<file path="src/sv/skcd_pkg.sv">
// Shared types and constants for the keypoint decode unit.
// No dependencies; imported by every module of the block.
package skcd_pkg;

    localparam int SKCD_MAX_BINS = 1024;
    localparam int SCORE_W       = 16;
    localparam int COORD_W       = 32;
    localparam int CFG_IDX_W     = 2;

    localparam logic [COORD_W-1:0] GAIN_RST   = 32'h0001_0000;
    localparam logic [COORD_W-1:0] OFFSET_RST = 32'h0000_0000;
    localparam logic [COORD_W-1:0] COORD_MAX  = 32'h7FFF_FFFF;
    localparam logic [COORD_W-1:0] COORD_MIN  = 32'h8000_0000;

    typedef enum logic [CFG_IDX_W-1:0] {
        CFG_X_GAIN   = 2'd0,
        CFG_X_OFFSET = 2'd1,
        CFG_Y_GAIN   = 2'd2,
        CFG_Y_OFFSET = 2'd3
    } t_cfg_idx;

    typedef struct packed {
        logic signed [SCORE_W-1:0] score;
        logic                      found;
    } t_kp_tag;

    typedef struct packed {
        logic b_en;
        logic c_en;
    } t_pipe_ctl;

endpackage

</file>
<file path="src/sv/skcd_argmax.sv">
// Running arg-max per axis over the bin stream, plus keypoint candidate register.
// Depends on skcd_pkg.
module skcd_argmax #(
    parameter int MAX_BINS = skcd_pkg::SKCD_MAX_BINS,
    parameter int BW       = $clog2(MAX_BINS)
) (
    input  logic                                   i_clk,
    input  logic                                   i_rst_n,
    input  logic                                   i_take,
    input  logic                                   i_adv,
    input  logic                                   i_kind,
    input  logic signed [skcd_pkg::SCORE_W-1:0]    i_score,
    input  logic                                   i_last,
    output logic                                   o_valid,
    output skcd_pkg::t_kp_tag                      o_tag,
    output logic        [BW:0]                     o_x_idx,
    output logic        [BW:0]                     o_y_idx
);
    import skcd_pkg::*;

    localparam logic [BW-1:0] BIN_TOP = BW'(MAX_BINS - 1);

    logic signed [SCORE_W-1:0] r_best_x, n_best_x, r_best_y, n_best_y;
    logic        [BW-1:0]      r_bin_x, n_bin_x, r_bin_y, n_bin_y;
    logic        [BW-1:0]      r_cnt, n_cnt;
    logic                      r_started, n_started;
    logic                      r_valid, n_valid;
    t_kp_tag                   r_tag, n_tag;
    logic        [BW:0]        r_x_idx, n_x_idx, r_y_idx, n_y_idx;
    logic        [BW-1:0]      w_idx;
    logic signed [SCORE_W-1:0] w_min;

    always_comb begin
        w_idx     = r_started ? r_cnt : '0;
        n_best_x  = r_best_x;
        n_bin_x   = r_bin_x;
        n_best_y  = r_best_y;
        n_bin_y   = r_bin_y;
        n_cnt     = r_cnt;
        n_started = r_started;
        if (i_take) begin
            if (i_kind) begin
                if (!r_started || i_score > r_best_y) begin
                    n_best_y = i_score;
                    n_bin_y  = w_idx;
                end
            end else begin
                if (!r_started || i_score > r_best_x) begin
                    n_best_x = i_score;
                    n_bin_x  = w_idx;
                end
            end
            if (i_last) begin
                n_started = 1'b0;
                n_cnt     = '0;
            end else begin
                n_started = 1'b1;
                n_cnt     = (w_idx < BIN_TOP) ? w_idx + 1'b1 : BIN_TOP;
            end
        end

        w_min       = (n_best_x > n_best_y) ? n_best_y : n_best_x;
        n_tag.score = w_min;
        n_tag.found = (w_min > 0);
        n_x_idx     = n_tag.found ? {1'b0, n_bin_x} : '1;
        n_y_idx     = n_tag.found ? {1'b0, n_bin_y} : '1;
        n_valid     = i_adv ? (i_take && i_kind && i_last) : r_valid;
    end

    always_ff @(posedge i_clk) begin
        if (!i_rst_n) begin
            r_best_x  <= '0;
            r_bin_x   <= '0;
            r_best_y  <= '0;
            r_bin_y   <= '0;
            r_cnt     <= '0;
            r_started <= 1'b0;
            r_valid   <= 1'b0;
        end else begin
            r_best_x  <= n_best_x;
            r_bin_x   <= n_bin_x;
            r_best_y  <= n_best_y;
            r_bin_y   <= n_bin_y;
            r_cnt     <= n_cnt;
            r_started <= n_started;
            r_valid   <= n_valid;
        end
    end

    always_ff @(posedge i_clk) begin
        if (i_adv) begin
            r_tag   <= n_tag;
            r_x_idx <= n_x_idx;
            r_y_idx <= n_y_idx;
        end
    end

    assign o_valid = r_valid;
    assign o_tag   = r_tag;
    assign o_x_idx = r_x_idx;
    assign o_y_idx = r_y_idx;

    a_cnt_range: assert property (@(posedge i_clk) disable iff (!i_rst_n)
        r_cnt <= BIN_TOP)
        else $error("bin counter beyond top bin");

    a_cnt_idle: assert property (@(posedge i_clk) disable iff (!i_rst_n)
        !r_started |-> r_cnt == '0)
        else $error("bin counter nonzero outside a run");

    a_cand: assert property (@(posedge i_clk) disable iff (!i_rst_n)
        i_take && i_kind && i_last |=> r_valid)
        else $error("y run end did not raise a candidate");

endmodule

</file>
<file path="src/sv/skcd_coord_map.sv">
// Bin index to image coordinate: registered multiply, then offset add and clamp.
// Depends on skcd_pkg.
module skcd_coord_map #(
    parameter int BW = $clog2(skcd_pkg::SKCD_MAX_BINS)
) (
    input  logic                                i_clk,
    input  skcd_pkg::t_pipe_ctl                 i_ctl,
    input  logic        [BW:0]                  i_idx,
    input  logic        [skcd_pkg::COORD_W-1:0] i_gain,
    input  logic        [skcd_pkg::COORD_W-1:0] i_offset,
    output logic        [skcd_pkg::COORD_W-1:0] o_coord
);
    import skcd_pkg::*;

    localparam int PW = BW + 1 + COORD_W + 1;

    logic [PW-1:0]      w_idx_ext, w_gain_ext, w_prod;
    logic [PW-1:0]      r_prod;
    logic [PW:0]        w_sum;
    logic [COORD_W-1:0] w_sat;
    logic [COORD_W-1:0] r_coord;

    assign w_idx_ext  = {{(PW-BW-1){i_idx[BW]}}, i_idx};
    assign w_gain_ext = {{(PW-COORD_W){1'b0}}, i_gain};
    assign w_prod     = w_idx_ext * w_gain_ext;

    always_comb begin
        w_sum = {r_prod[PW-1], r_prod}
              + {{(PW+1-COORD_W){i_offset[COORD_W-1]}}, i_offset};
        if (w_sum[PW:COORD_W-1] == '0 || w_sum[PW:COORD_W-1] == '1) begin
            w_sat = w_sum[COORD_W-1:0];
        end else begin
            w_sat = w_sum[PW] ? COORD_MIN : COORD_MAX;
        end
    end

    always_ff @(posedge i_clk) begin
        if (i_ctl.b_en) begin
            r_prod <= w_prod;
        end
        if (i_ctl.c_en) begin
            r_coord <= w_sat;
        end
    end

    assign o_coord = r_coord;

endmodule

</file>
<file path="src/sv/simcc_keypoint_decode_unit.sv">
// Top level of the keypoint decode unit: config registers and pipeline control.
// Depends on skcd_pkg, skcd_argmax and skcd_coord_map.
//
// Usage:
//   Input channel (i_valid / o_stall) carries one bin sample per request:
//   i_kind (0 = x bin, 1 = y bin), i_bin_score (Q8.8) and i_last_bin. For each
//   keypoint the x run comes first, then the y run. A y sample with i_last_bin
//   set ends the keypoint and yields one result request on the output channel
//   (o_valid / i_stall): o_x_coord, o_y_coord (Q16.16), o_score, o_found.
//   Other samples give no result.
//   Throughput: one sample per cycle while o_stall is low. The ending sample
//   passes the arg-max, multiply, and offset add and clamp registers before its
//   result is presented. The 11x33 coordinate multiply sets the pipeline split.
//   A stalled output holds its result; the stages behind it keep filling and
//   input is stalled only when all three are occupied.
//   Config writes (i_cfg_valid / o_cfg_ready, always ready) set gains and
//   offsets; the user must do them while no keypoint is in flight (unchecked).
//   Reset (synchronous, active low) sets gains to 1.0, offsets to 0, clears
//   running maxima, bin counter and pipeline.
module simcc_keypoint_decode_unit #(
    parameter int MAX_BINS = skcd_pkg::SKCD_MAX_BINS
) (
    input  logic                                   i_clk,
    input  logic                                   i_rst_n,
    input  logic                                   i_valid,
    output logic                                   o_stall,
    input  logic                                   i_kind,
    input  logic signed [skcd_pkg::SCORE_W-1:0]    i_bin_score,
    input  logic                                   i_last_bin,
    output logic                                   o_valid,
    input  logic                                   i_stall,
    output logic signed [skcd_pkg::COORD_W-1:0]    o_x_coord,
    output logic signed [skcd_pkg::COORD_W-1:0]    o_y_coord,
    output logic signed [skcd_pkg::SCORE_W-1:0]    o_score,
    output logic                                   o_found,
    input  logic                                   i_cfg_valid,
    output logic                                   o_cfg_ready,
    input  logic        [skcd_pkg::CFG_IDX_W-1:0]  i_cfg_index,
    input  logic        [skcd_pkg::COORD_W-1:0]    i_cfg_data
);
    import skcd_pkg::*;

    localparam int BW = $clog2(MAX_BINS);

    logic [COORD_W-1:0] r_x_gain, r_x_offset, r_y_gain, r_y_offset;
    logic               w_take, w_a_adv, w_b_adv, w_c_take;
    logic               w_a_valid;
    logic               r_b_valid, r_c_valid;
    t_kp_tag            w_a_tag, r_b_tag, r_c_tag;
    logic [BW:0]        w_x_idx, w_y_idx;
    t_pipe_ctl          w_ctl;
    logic [COORD_W-1:0] w_x_coord, w_y_coord;

    assign o_cfg_ready = 1'b1;

    always_ff @(posedge i_clk) begin
        if (!i_rst_n) begin
            r_x_gain   <= GAIN_RST;
            r_x_offset <= OFFSET_RST;
            r_y_gain   <= GAIN_RST;
            r_y_offset <= OFFSET_RST;
        end else if (i_cfg_valid && o_cfg_ready) begin
            case (t_cfg_idx'(i_cfg_index))
                CFG_X_GAIN:   r_x_gain   <= i_cfg_data;
                CFG_X_OFFSET: r_x_offset <= i_cfg_data;
                CFG_Y_GAIN:   r_y_gain   <= i_cfg_data;
                CFG_Y_OFFSET: r_y_offset <= i_cfg_data;
                default: ;
            endcase
        end
    end

    assign w_c_take = !r_c_valid || !i_stall;
    assign w_b_adv  = !r_b_valid || w_c_take;
    assign w_a_adv  = !w_a_valid || w_b_adv;
    assign o_stall  = !w_a_adv;
    assign w_take   = i_valid && w_a_adv;

    assign w_ctl.b_en = w_b_adv;
    assign w_ctl.c_en = w_c_take;

    skcd_argmax #(
        .MAX_BINS (MAX_BINS),
        .BW       (BW)
    ) u_argmax (
        .i_clk   (i_clk),
        .i_rst_n (i_rst_n),
        .i_take  (w_take),
        .i_adv   (w_a_adv),
        .i_kind  (i_kind),
        .i_score (i_bin_score),
        .i_last  (i_last_bin),
        .o_valid (w_a_valid),
        .o_tag   (w_a_tag),
        .o_x_idx (w_x_idx),
        .o_y_idx (w_y_idx)
    );

    skcd_coord_map #(.BW(BW)) u_map_x (
        .i_clk    (i_clk),
        .i_ctl    (w_ctl),
        .i_idx    (w_x_idx),
        .i_gain   (r_x_gain),
        .i_offset (r_x_offset),
        .o_coord  (w_x_coord)
    );

    skcd_coord_map #(.BW(BW)) u_map_y (
        .i_clk    (i_clk),
        .i_ctl    (w_ctl),
        .i_idx    (w_y_idx),
        .i_gain   (r_y_gain),
        .i_offset (r_y_offset),
        .o_coord  (w_y_coord)
    );

    always_ff @(posedge i_clk) begin
        if (!i_rst_n) begin
            r_b_valid <= 1'b0;
            r_c_valid <= 1'b0;
        end else begin
            if (w_b_adv) begin
                r_b_valid <= w_a_valid;
            end
            if (w_c_take) begin
                r_c_valid <= r_b_valid;
            end
        end
    end

    always_ff @(posedge i_clk) begin
        if (w_b_adv) begin
            r_b_tag <= w_a_tag;
        end
        if (w_c_take) begin
            r_c_tag <= r_b_tag;
        end
    end

    assign o_valid   = r_c_valid;
    assign o_x_coord = w_x_coord;
    assign o_y_coord = w_y_coord;
    assign o_score   = r_c_tag.score;
    assign o_found   = r_c_tag.found;

    a_found_score: assert property (@(posedge i_clk) disable iff (!i_rst_n)
        o_valid |-> (o_found == (o_score > 0)))
        else $error("found flag disagrees with score");

    a_stall_full: assert property (@(posedge i_clk) disable iff (!i_rst_n)
        o_stall |-> (w_a_valid && r_b_valid && r_c_valid))
        else $error("input stalled with a free stage");

    a_b_hold: assert property (@(posedge i_clk) disable iff (!i_rst_n)
        r_b_valid && !w_b_adv |=> r_b_valid)
        else $error("multiply stage dropped a held result");

endmodule
</file>
<file path="config.mk">
export PLATFORM = sky130hd
export DESIGN_NAME = simcc_keypoint_decode_unit
export DESIGN_NICKNAME = d
export VERILOG_FILES = /design/src/sv/skcd_pkg.sv /design/src/sv/skcd_argmax.sv /design/src/sv/skcd_coord_map.sv /design/src/sv/simcc_keypoint_decode_unit.sv
export SDC_FILE = /design/constraint.sdc
export NUM_CORES = 2
export LEC_CHECK = 0
export ABC_AREA = 1
export BUFFER_PORTS_ARGS = -buffer_cell sky130_fd_sc_hd__clkbuf_2
export CORE_MARGIN = 2
export CORE_UTILIZATION = 60
export DETAILED_ROUTE_END_ITERATION = 10
export PLACE_DENSITY = 0.77
export SLEW_MARGIN = 5
export SYNTH_ARGS = -nofsm -noshare
export SYNTH_HDL_FRONTEND = slang
export SYNTH_SLANG_ARGS = --single-unit
</file>
<file path="constraint.sdc">
create_clock -name i_clk -period 16.3 [get_ports i_clk]
set_input_delay 1.63 -clock i_clk [delete_from_list [all_inputs] [get_ports i_clk]]
set_output_delay 1.63 -clock i_clk [all_outputs]
set_load 0.005 [all_outputs]
</file>
## Yosys cells after proc, flatten, opt, wreduce, memory -nomap -nowiden

Index checks and enable logic that the tools add are counted.

- Add/subtract/negate cells: 3
- Shift-type cells: 0
- Order comparisons: 5
- Div/mod/pow operators: 0
- $mul: 2
- Equal/unequal tests: 5
- Reduce and logical (&&, ||, !) cells: 23
- Bitwise logic cells: 0
- Mux-type cells: 23

Operators with widths:

| cell | count |
|---|---|
| 32-bit 2-to-1 mux | 4 |
| 16-bit 2-to-1 mux | 7 |
| 44-bit by 32-bit adder with 45-bit output | 2 |
| 10-bit 2-to-1 mux | 9 |
| 11-bit by 33-bit multiplier with 44-bit output | 2 |
| 16-bit > comparator | 3 |
| 14-bit == test (second input constant) | 2 |
| 14-bit zero test | 2 |
| 11-bit 2-to-1 mux | 2 |
| 16-bit by 1-bit > comparator with 1-bit output (second input constant) | 1 |
| 10-bit by 1-bit adder with 10-bit output (second input constant) | 1 |
| 10-bit < comparator (second input constant) | 1 |
| 2-bit AND reduction | 4 |
| 1-bit logical OR | 7 |
| 1-bit zero test | 6 |
| 2-bit == test (second input constant) | 2 |
| 1-bit logical AND | 3 |
| 2-bit by 1-bit == test with 1-bit output (second input constant) | 1 |
| 2-bit zero test | 1 |
| 1-bit 2-to-1 mux | 1 |

- Memories: 0
- Bits in registers: 419
- Latch bits: 0
- RAM bits: 0
- Output and inout port bits: 84
- ROM bits: 0

## Logic depth before layout (Yosys ltp)

- Word-level depth: 10
- Depth in mapped cells: 38

## Hierarchy

Synthesis repeated with hierarchy kept, for this count alone.

- Cell total of the unflattened synthesis: 6590
- Area total of the unflattened synthesis: 48267.5 um^2

By module, submodules not included:

| module | cells each | seq. area each (um^2) | instances | area each (um^2) |
|---|---|---|---|---|
| skcd_coord_map (u_map_x) | 2527 | 2282.2 | 1 | 18178.7 |
| skcd_coord_map (u_map_y) | 2514 | 2282.2 | 1 | 18162.4 |
| simcc_keypoint_decode_unit | 867 | 3623.5 | 1 | 6392.4 |
| skcd_argmax | 682 | 2422.3 | 1 | 5534.1 |

## Worst setup path before layout

OpenSTA, ideal clock, no wires.

- Path type: in2reg
- Start: input i_stall
- End: register u_argmax.r_x_idx[7], in the netlist u_argmax.o_x_idx[7], data pin
- Library setup time: 0.264 ns
- Arrival: 8.126 ns
- Stages on the path: 30
- Setup slack: 7.911 ns
- Path through: nand2_1 nor2_1 inv_2 nor2_2 inv_2 nand2_4 nor2_2 buf_2 nand3_1 nand2_1 inv_1 ha_1 nand2_1 inv_1 o21ai_0 nand2_1 a21oi_1 nand2_1 nand2_1 nand3_2 inv_2 buf_2 nand3_1 nand2_1 nor2_1 nand2_1 nor2_1 nand2_1 buf_2 nand3_1

RTL lines:

| item | RTL line | RTL |
|---|---|---|
| start, declared | simcc_keypoint_decode_unit.sv:31 | `input logic i_stall,` |
| end signal, assigned | skcd_argmax.sv:93 | `r_x_idx <= n_x_idx;` |
| end, declared | skcd_argmax.sv:29 | `logic [BW:0] r_x_idx, n_x_idx, r_y_idx, n_y_idx;` |

==> results.yml <==
yosys:
  syn_nets: 6880
  muxShareOfSynthArea_pct: 0
  ys_seq_elements: 418
  syn-cell-area_sq_um: 46100
  synth_top_family_by_area: "adder cells"
  synth_cell_type_count: 58
  yosys_warnings: 0
  yosys.area_share.simple_pct: 19.5
  synth_xor_area_share_pct: 3.16
  syn-mean-instance-area_sq_um: 7.79
  seq_area_frac_synth_pct: 23.0
  synthAdderAreaFrac_pct: 33.4
  synthCells: 5918
  synth_compound_area_share_pct: 8.60
power:
  p_switching_mw: 4.61
  internal-power_mw: 4.42
  max-vdd-ir-drop_v: 0.000164
  power.leakage_nw: 24.8
  p_per_area_nw_per_um2: 184
  p_comb_share_pct: 68.1
  power_frac_seq_pct: 19.9
  switching_share_pct: 51.1
  clkPwrFrac_pct: 12.1
floorplanning:
  ios: 141
  fp.dieW_um: 281
  core-area_sq_um: 75900
  rows: 101
  die_h_um: 281
  dieArea_sq_um: 79000
  start_util_pct: 60.7
clocking:
  ctsResizeCount: 0
  clockBufferDepth: 3
  cts_setup_buffers: 0
  clkSinkCount: 418
  worst_skew_pair.late_latency_ns: 0.61
  h-tree-depth: 2
  cts_buffers: 47
  cts_tree: "yes"
  clock-root-buffer: "clkbuf_16"
  cts.clk_slew.worst_paths_ns: 0.06
  hold_buffers: 0
setup_path:
  critical-path-max-stage-delay_ns: 0.67
  crit_slowest_cell: "inv_2"
  cp.arrival_ns: 7.85
  critPathKind: "in -> reg"
  end_kind: "register"
  crit_top_cell: "nand2_1"
  critPathBufInv: 6
  crit_path_start_kind: "primary input"
  cp.required_ns: 16.60
  cp_top_family: "simple AND/OR/NAND/NOR gates"
  worstPathMaxFanout: 50
layout:
  nets: 6887
  fin_cells: 6998
  drive_above_1_share_pct: 5.58
  syn_to_final_growth_pct: 6.37
flow_run:
  drv_cap: 0
placement:
  post-place-ws_ns: 8.17
  place.gp.congestion: 0.976
  numPortBuffers: 139
  dpl.hpwl_mm: 102
  dp_cells: 6906
detailed_routing:
  drtIter0Drc: 3443
  firstDrtPassIters: 6
  drc: 0
  wire_per_inst_um: 18.2
  avgViaCountPerCell: 5.49
  num_vias: 38452
  wirelength_mm: 128
  ant_nets: 0
sta:
  clock.fmax_mhz: 132
  max_slew_margin_pct: 14.2
  hold_viol: 0
  clock_skew_ns: 0.0339
  fin_ws_ns: 8.75
  setup_tns_ns: 0
  maxSlewViolCount: 0
  tightest_slew_ns: 1.29
  rsz0062_at_grt: "false"
  setup_viol: 0
  finalCriticalPeriod_ns: 7.55
  timing.final.crit_share_pct: 46.3
global_routing:
  overflow: 0
  grt_pass1_wl_mm: 204
  grt_antenna_before_repair: 12
  track_usage_pct: 33.0
  grt_max_degree: 110
  grt_pass1_vias: 38203
run_status:
  status: "complete, no violations"
hold_path:
  hold_class: "reg -> reg"
metrics by stage:
stage	util (%)	hold WS, ns	power (mW)	cell area, sq um
finish	64.5	0.418	9.03	49000
global route	64.5	0.427	9.85	49000
CTS	64.5	0.421	8.93	49000
detailed placement	62.4	0.405	7.81	47400
global placement	62.4	0.401	7.70	47400
floorplan	-	0.400	6.06	46100
layout by cell type (no fill, tap or decap), drive strengths merged, types with 3 or more instances in the layout:
cell type,n
o221ai,4
xor2,89
and3,7
a221oi,4
fa,542
a21oi,329
nor2,539
xnor2,74
ha,363
clkinvlp,3
edfxtp,224
clkinv,15
o21bai,23
nand3,188
nand4,26
nor3,27
a31oi,33
inv,1275
a211oi,5
o21ai,262
a21boi,8
o211ai,7
or2,28
bufinv,3
and2,7
dfxtp,194
a21o,25
nand2,1392
o31ai,5
buf,29
o21a,11
nor4,12
clkbuf,203
diode,4
cells by family after synthesis:
family                   count (synthesis)
AO/OA/AOI/OAI                          722
XOR/XNOR                               163
adder cells (fa/ha/maj)                905
buffers and inverters                 1482
flip-flops                             418
other                                    1
AND/OR/NAND/NOR                       2227
power groups by stage:
stage	registers [mW]	clock network (mW)	logic [mW]
2_1_floorplan	1.75	0	4.31
3_3_place_gp	1.81	0	5.90
3_5_place_dp	1.81	0	6.00
4_1_cts	1.79	1.10	6.04
5_1_grt	1.82	1.14	6.89
6_report	1.79	1.09	6.15
per-layer routing:
| metal | wire, um | vias up | track usage [%] |
|---|---|---|---|
| met2 | 56400 | 1679 | 50.8 |
| met5 | 48 | - | 0 |
| met4 | 3790 | 8 | 10.0 |
| met3 | 12200 | 260 | 7.40 |
| li1 | - | 18131 | - |
| met1 | 55100 | 18374 | 46.6 |
cell usage after synthesis, drive strengths merged:
master / n / share of area (%)
a22oi: 1 / 0.016
ha: 363 / 9.9
nor3: 27 / 0.34
o221ai: 4 / 0.076
nor3b: 1 / 0.016
and3: 7 / 0.095
a21boi: 8 / 0.14
nand2: 1392 / 11
dfxtp: 194 / 8.4
o21bai: 23 / 0.37
a221oi: 4 / 0.076
nand4: 26 / 0.35
edfxtp: 224 / 15
nand3: 188 / 2.1
and2: 7 / 0.095
o211a: 1 / 0.022
a211o: 1 / 0.019
o211ai: 7 / 0.11
a211oi: 5 / 0.081
o2111ai: 1 / 0.019
fa: 542 / 24
or2: 28 / 0.38
xor2: 89 / 1.8
o311ai: 1 / 0.019
buf: 29 / 0.48
inv: 1271 / 10
a21o: 25 / 0.41
a31oi: 33 / 0.45
a21oi: 329 / 3.6
o21a: 11 / 0.18
a311oi: 1 / 0.019
o31ai: 5 / 0.081
nor2: 539 / 4.4
o21ai: 262 / 2.9
clkinv: 2 / 0.016
clkbuf: 180 / 1.5
nor4: 12 / 0.20
xnor2: 74 / 1.4
conb: 1 / 0.0081
state kept, by name (all words and copies together), names as in the netlist, 11 cells and up:
register and flops:
o_score 16, r_b_tag 17, r_x_gain 32, r_x_offset 32, r_y_gain 32, r_y_offset 32
u_argmax.o_tag 17, u_argmax.o_y_idx 11, u_argmax.r_best_x 16, u_argmax.r_best_y 16, u_map_x.o_coord 32, u_map_x.r_prod 44
u_map_y.o_coord 32, u_map_y.r_prod 44
final cells by class:
type                    instances  area, sq um
well taps                    1030         1290
flip-flops and latches        418        10600
clock buffers                  65         1350
inverters                    1273         4780
repair buffers                167          908
clock inverters                23          259
multi-input cells            4018        29800
fillers                      6649        26900
diodes                          4         10.0
final timing paths:
check / startpoint / to / slack [ns] / depth (start not counted)
setup / recovery: i_stall / u_argmax.o_y_idx[9]$_SDFFCE_PP1N_ / 8.75 / 27
hold / removal: u_argmax.o_tag[11]$_DFFE_PN_ / r_b_tag[11]$_DFFE_PP_ / 0.42 / 0
setup reg to reg: o_valid$_SDFFE_PN0P_ / u_argmax.o_y_idx[9]$_SDFFCE_PP1N_ / 9.58 / 26
hold reg to reg: u_argmax.o_tag[11]$_DFFE_PN_ / r_b_tag[11]$_DFFE_PP_ / 0.42 / 0
Power figures use the tool's default switching activity.
